### config.mk
export PLATFORM = sky130hd
export DESIGN_NAME = sgt_ctrl
export DESIGN_NICKNAME = d
export VERILOG_FILES = /design/src/hw/rtl/assert_macros.svh /design/src/hw/rtl/sgt_pkg.sv /design/src/hw/rtl/sgt_ctrl.sv
export SDC_FILE = /design/constraint.sdc
export NUM_CORES = 1
export LEC_CHECK = 0
export BUFFER_PORTS_ARGS = -buffer_cell sky130_fd_sc_hd__buf_4
export CORE_AREA = 4 4 41 43
export DETAILED_ROUTE_END_ITERATION = 8
export DIE_AREA = 0 0 45 47
export GPL_ROUTABILITY_DRIVEN = 1
export PLACE_DENSITY_LB_ADDON = 0.2
export SYNTH_ARGS = -nofsm -noshare
export SYNTH_HDL_FRONTEND = slang
export SYNTH_SLANG_ARGS = --single-unit
### constraint.sdc
create_clock -name clk_i -period 1 [get_ports clk_i]
set_input_delay 0.15 -clock clk_i [delete_from_list [all_inputs] [get_ports clk_i]]
set_output_delay 0.15 -clock clk_i [all_outputs]
set_load 0.1 [all_outputs]
### src/hw/rtl/assert_macros.svh
// Assertion macros for the RTL; sgt_datapath includes them.
// They sample on clk_i and are disabled while rst_ni is low.
`ifndef ASSERT_MACROS_SVH
`define ASSERT_MACROS_SVH

`ifndef SYNTH

`define SGT_ASSERT(lbl, prop, msg) \
  lbl: assert property (@(posedge clk_i) disable iff (!rst_ni) (prop)) else $error(msg);

`define SGT_ASSERT_NEVER(lbl, cond, msg) \
  lbl: assert property (@(posedge clk_i) disable iff (!rst_ni) !(cond)) else $error(msg);

`else

`define SGT_ASSERT(lbl, prop, msg)

`define SGT_ASSERT_NEVER(lbl, cond, msg)

`endif

`endif

### src/hw/rtl/sgt_pkg.sv
`timescale 1ns / 1ps
`default_nettype none

package sgt_pkg;

  localparam int STACK_DEPTH = 8;
  localparam int GRID_ROWS   = 4;
  localparam int GRID_COLS   = 4;
  localparam int DATA_WIDTH  = 32;

  localparam int NUM_STACKS = GRID_ROWS * GRID_COLS;
  localparam int SIDX_W     = (NUM_STACKS > 1) ? $clog2(NUM_STACKS) : 1;
  localparam int CNT_W      = $clog2(STACK_DEPTH + 1);
  localparam int MEM_DEPTH  = NUM_STACKS * STACK_DEPTH;
  localparam int ADDR_W     = (MEM_DEPTH > 1) ? $clog2(MEM_DEPTH) : 1;

  localparam int COORD_W  = 2;
  localparam int KIND_W   = 3;
  localparam int STATUS_W = 2;
  localparam int FILL_W   = 2;

  localparam int IN_BITS  = 4 * COORD_W + DATA_WIDTH;
  localparam int IN_W     = ((IN_BITS + 7) / 8) * 8;
  localparam int OUT_BITS = STATUS_W + DATA_WIDTH + FILL_W;
  localparam int OUT_W    = ((OUT_BITS + 7) / 8) * 8;

  localparam logic [STATUS_W-1:0] ST_DONE  = 2'd0;
  localparam logic [STATUS_W-1:0] ST_OVER  = 2'd1;
  localparam logic [STATUS_W-1:0] ST_UNDER = 2'd2;

  localparam logic [FILL_W-1:0] FILL_EMPTY   = 2'd0;
  localparam logic [FILL_W-1:0] FILL_FULL    = 2'd1;
  localparam logic [FILL_W-1:0] FILL_PARTIAL = 2'd2;

  localparam logic [CNT_W-1:0] DEPTH_CNT = CNT_W'(STACK_DEPTH);

  typedef enum logic [KIND_W-1:0] {
    KIND_CLEAR = 3'd0,
    KIND_PUSH  = 3'd1,
    KIND_POP   = 3'd2,
    KIND_READ  = 3'd3,
    KIND_MOVE  = 3'd4,
    KIND_COPY  = 3'd5
  } kind_e;

  typedef enum logic [2:0] {
    CMD_NONE,
    CMD_LATCH,
    CMD_LD_SRC,
    CMD_LD_DST,
    CMD_EXEC,
    CMD_COPY,
    CMD_FINISH,
    CMD_RESULT
  } cmd_e;

  typedef struct packed {
    logic xfer;
    logic copy_done;
    logic out_busy;
  } dp_status_t;

  function automatic logic [SIDX_W-1:0] stack_index(input logic [COORD_W-1:0] row,
                                                    input logic [COORD_W-1:0] col);
    int r;
    int c;
    r = int'(row) % GRID_ROWS;
    c = int'(col) % GRID_COLS;
    return SIDX_W'(r * GRID_COLS + c);
  endfunction

  function automatic logic [ADDR_W-1:0] mem_addr(input logic [SIDX_W-1:0] s,
                                                 input logic [CNT_W-1:0] i);
    return ADDR_W'(int'(s) * STACK_DEPTH + int'(i));
  endfunction

  function automatic logic [FILL_W-1:0] fill_code(input logic [CNT_W-1:0] cnt);
    logic [FILL_W-1:0] code;
    if (cnt == '0) begin
      code = FILL_EMPTY;
    end else if (cnt >= DEPTH_CNT) begin
      code = FILL_FULL;
    end else begin
      code = FILL_PARTIAL;
    end
    return code;
  endfunction

endpackage

`default_nettype wire

### src/hw/rtl/sgt_ctrl.sv
`timescale 1ns / 1ps
`default_nettype none

module sgt_ctrl (
  input  wire logic                clk_i,
  input  wire logic                rst_ni,
  input  wire logic                in_valid_i,
  output logic                     in_ready_o,
  input  wire sgt_pkg::dp_status_t dp_status_i,
  output sgt_pkg::cmd_e            cmd_o
);

  typedef enum logic [2:0] {
    S_IDLE,
    S_LD_SRC,
    S_LD_DST,
    S_EXEC,
    S_COPY,
    S_FINISH,
    S_RESULT
  } state_e;

  state_e state_q;

  always_ff @(posedge clk_i or negedge rst_ni) begin
    if (!rst_ni) begin
      state_q <= S_IDLE;
    end else begin
      case (state_q)
        S_IDLE: begin
          if (in_valid_i) begin
            state_q <= S_LD_SRC;
          end
        end
        S_LD_SRC: begin
          state_q <= S_LD_DST;
        end
        S_LD_DST: begin
          state_q <= dp_status_i.xfer ? S_COPY : S_EXEC;
        end
        S_EXEC: begin
          state_q <= S_RESULT;
        end
        S_COPY: begin
          if (dp_status_i.copy_done) begin
            state_q <= S_FINISH;
          end
        end
        S_FINISH: begin
          state_q <= S_RESULT;
        end
        S_RESULT: begin
          if (!dp_status_i.out_busy) begin
            state_q <= S_IDLE;
          end
        end
        default: begin
          state_q <= S_IDLE;
        end
      endcase
    end
  end

  assign in_ready_o = (state_q == S_IDLE);

  always_comb begin
    case (state_q)
      S_IDLE:   cmd_o = in_valid_i ? sgt_pkg::CMD_LATCH : sgt_pkg::CMD_NONE;
      S_LD_SRC: cmd_o = sgt_pkg::CMD_LD_SRC;
      S_LD_DST: cmd_o = sgt_pkg::CMD_LD_DST;
      S_EXEC:   cmd_o = sgt_pkg::CMD_EXEC;
      S_COPY:   cmd_o = dp_status_i.copy_done ? sgt_pkg::CMD_NONE : sgt_pkg::CMD_COPY;
      S_FINISH: cmd_o = sgt_pkg::CMD_FINISH;
      S_RESULT: cmd_o = dp_status_i.out_busy ? sgt_pkg::CMD_NONE : sgt_pkg::CMD_RESULT;
      default:  cmd_o = sgt_pkg::CMD_NONE;
    endcase
  end

endmodule

`default_nettype wire

==> metrics <==
status=complete, but fails checks; failing checks=negative setup slack; Top reg by flops=state_q; Largest register FFs=3; reg2reg setup slack=-0.42 ns; Worst EP arrival=1.41 ns; worst min path class=in2reg; Worst Path Buf+Inv=1; FMAX=642 MHz; largest registers=state_q: 3 flops; number of global-route vias before repair=296; Area Overhead vs Synth=102%; slowest CP cell=dfrtp_2; CTS clk-pin slew, worst paths=0.04 ns; pre-CTS setup slack=-0.400 ns; leading area contributor after synthesis=dfrtp_1; Worst-Margin Slew=0.249 ns; gr usage total=0.0886; FF-to-FF Start=state_q[1]$_DFFE_PN0P_; CP Depth=3; Max-cap violations=0; Critical Path Source Type=flip-flop; Core Region=0.00130 sq mm; TritonRoute pass-1 iters=3; commonest cells after routing, fill and taps aside=buf_4 (12), buf_6 (5), buf_12 (4); fin crit share=1.56; most common cell after layout, fill and taps aside=buf_4; CTS tree=yes; initial antenna violation count=0; worst path cell trace=or2_4 > o32ai_4 > buf_12; port bufs=9; IO Count=10; starting density of the core=0.218; total CTS buffers=3; Synth Instances=28; WHS=0.229 ns; final worst path period need=1.56 ns; setup tns final=-2.80 ns; Setup violations, final=7; dpl hpwl=587 um; fraction of layout cells with a size suffix above 1=0.725; chip width=45 um; CP max stage delay=0.43 ns; DR vias=309; Detailed Route Iter0 Violations=2; Yosys Warn Count=0; Detailed Route WL=735 um; Yosys top cell area share=0.264; num rows=13; Mapped Area=284 sq um; Vias/cell=4.68; WL/cell=11.1 um; first-pass GRT wire length=1.30 mm; sequential-to-total area share from yosys stat=0.264; Nets=58; post-layout util=0.441; top post-synthesis cells by area=dfrtp_1 (26%), buf_6 (7.9%), o32ai_2 (5.7%); Die Ht=47 um; Syn Area/Cell=10.1 sq um; Die Footprint=0.00212 sq mm; Final Worst Setup Slack=-0.558 ns; RD Place Congestion=0.701; synth unique cells=23; Worst Path Required=0.85 ns; Final ANT Viol Nets=0; clock sink total=3; Rel. slew slack=0.835; max-slew violation count=0; grt ovf=0; RSZ-0062 raised after global routing=yes; worst clock skew=0.00197 ns; crit path to=cmd_o[0]; Crit path max-delay family=flip-flops; largest net degree at the start of global routing=9; flops & latches, synth=3; Crit. Startpoint=state_q[1]$_DFFE_PN0P_; n_diodes=0; hold path depth=3; R2R depth=5; CTS max path bufs=2; post-synthesis net count=34; Fin. Hold Viols=0; crit end category=primary output; Fillers=133; Critical R2R Capture=state_q[1]$_DFFE_PN0P_; worst-path fanout max=7; H-Tree Depth=1; clk_lat worst skew=0.24 ns; drt drc=0; clock root cell=clkbuf_4; CP Class=reg2out
[logic make-up (layout without fill, tap and decap cells)]
logic type	Yosys count	count (layout)	share of synthesized area
flops	3	3	0.264
mux	1	1	0.0352
compound gates	8	8	0.269
simple gates	11	11	0.282
xor+xnor	1	1	0.0308
buf+inv	4	27	0.119
[worst min-delay path by stage]
stage                              start                endpoint  slack [ns]
after floorplan                   rst_ni  state_q[0]$_DFFE_PN0P_       -0.15
after global placement            rst_ni  state_q[2]$_DFFE_PN0P_       -0.06
after detailed placement          rst_ni  state_q[0]$_DFFE_PN0P_       -0.06
after CTS                         rst_ni  state_q[1]$_DFFE_PN0P_        0.24
after global routing      dp_status_i[2]  state_q[0]$_DFFE_PN0P_        0.23
final                     dp_status_i[2]  state_q[0]$_DFFE_PN0P_        0.23
[stage by stage]
| step | instance area [sq um] | std cells |
|---|---|---|
| floorplan | 312 | 28 |
| global placement | 435 | 58 |
| detailed placement | 435 | 58 |
| CTS | 553 | 65 |
| global route | 574 | 66 |
| finish | 574 | 66 |
[what timing repair did]
item | CTS | global route
endpoints found under the setup margin | 7 | 7
setup buffers | 2 | 1
endpoints found under the hold margin | 3 | 0
gates resized for setup | 18 | 5
hold buffers | 1 | 0
pin swaps | 4 | 3
gates cloned | 0 | 0
[cell usage after synthesis (all sizes together)]
library cell and number:
and4b 1, or2 1, a21bo 1, o22a 1, inv 1, xor2 1
dfrtp 3, mux2i 1, nand2 1, nor2b 1, o21ai 1, o21a 1
and2 1, o311a 1, nor2 2, and2b 1, nor3b 2, and4bb 1
buf 3, o32ai 1, a211o 2
[worst reg2reg max path: stages, from the launching register on]
cell     delay (ns)
dfrtp_2        0.43
buf_4          0.15
buf_6          0.10
buf_6          0.11
and4b_2        0.20
a211o_2        0.30
[final cells by class]
class	count	area (sq um)	share of cell area
Clock buffer	4	26.3	0.0458
Multi-Input combinational cell	21	210	0.366
Sequential cell	3	78.8	0.137
Timing Repair Buffer	22	236	0.412
Inverter	1	3.75	0.00654
Tap cell	15	18.8	0.0327
[per-layer routing]
| layer | track usage | routed length (um) |
|---|---|---|
| met4 | 0.0877 | 17 |
| met1 | 0.0936 | 269 |
| met3 | 0.0192 | 39 |
| met5 | 0 | 0 |
| met2 | 0.144 | 408 |
Power is not shown: default switching activity piles up to over one toggle a cycle in this logic, so the estimate is an artifact.
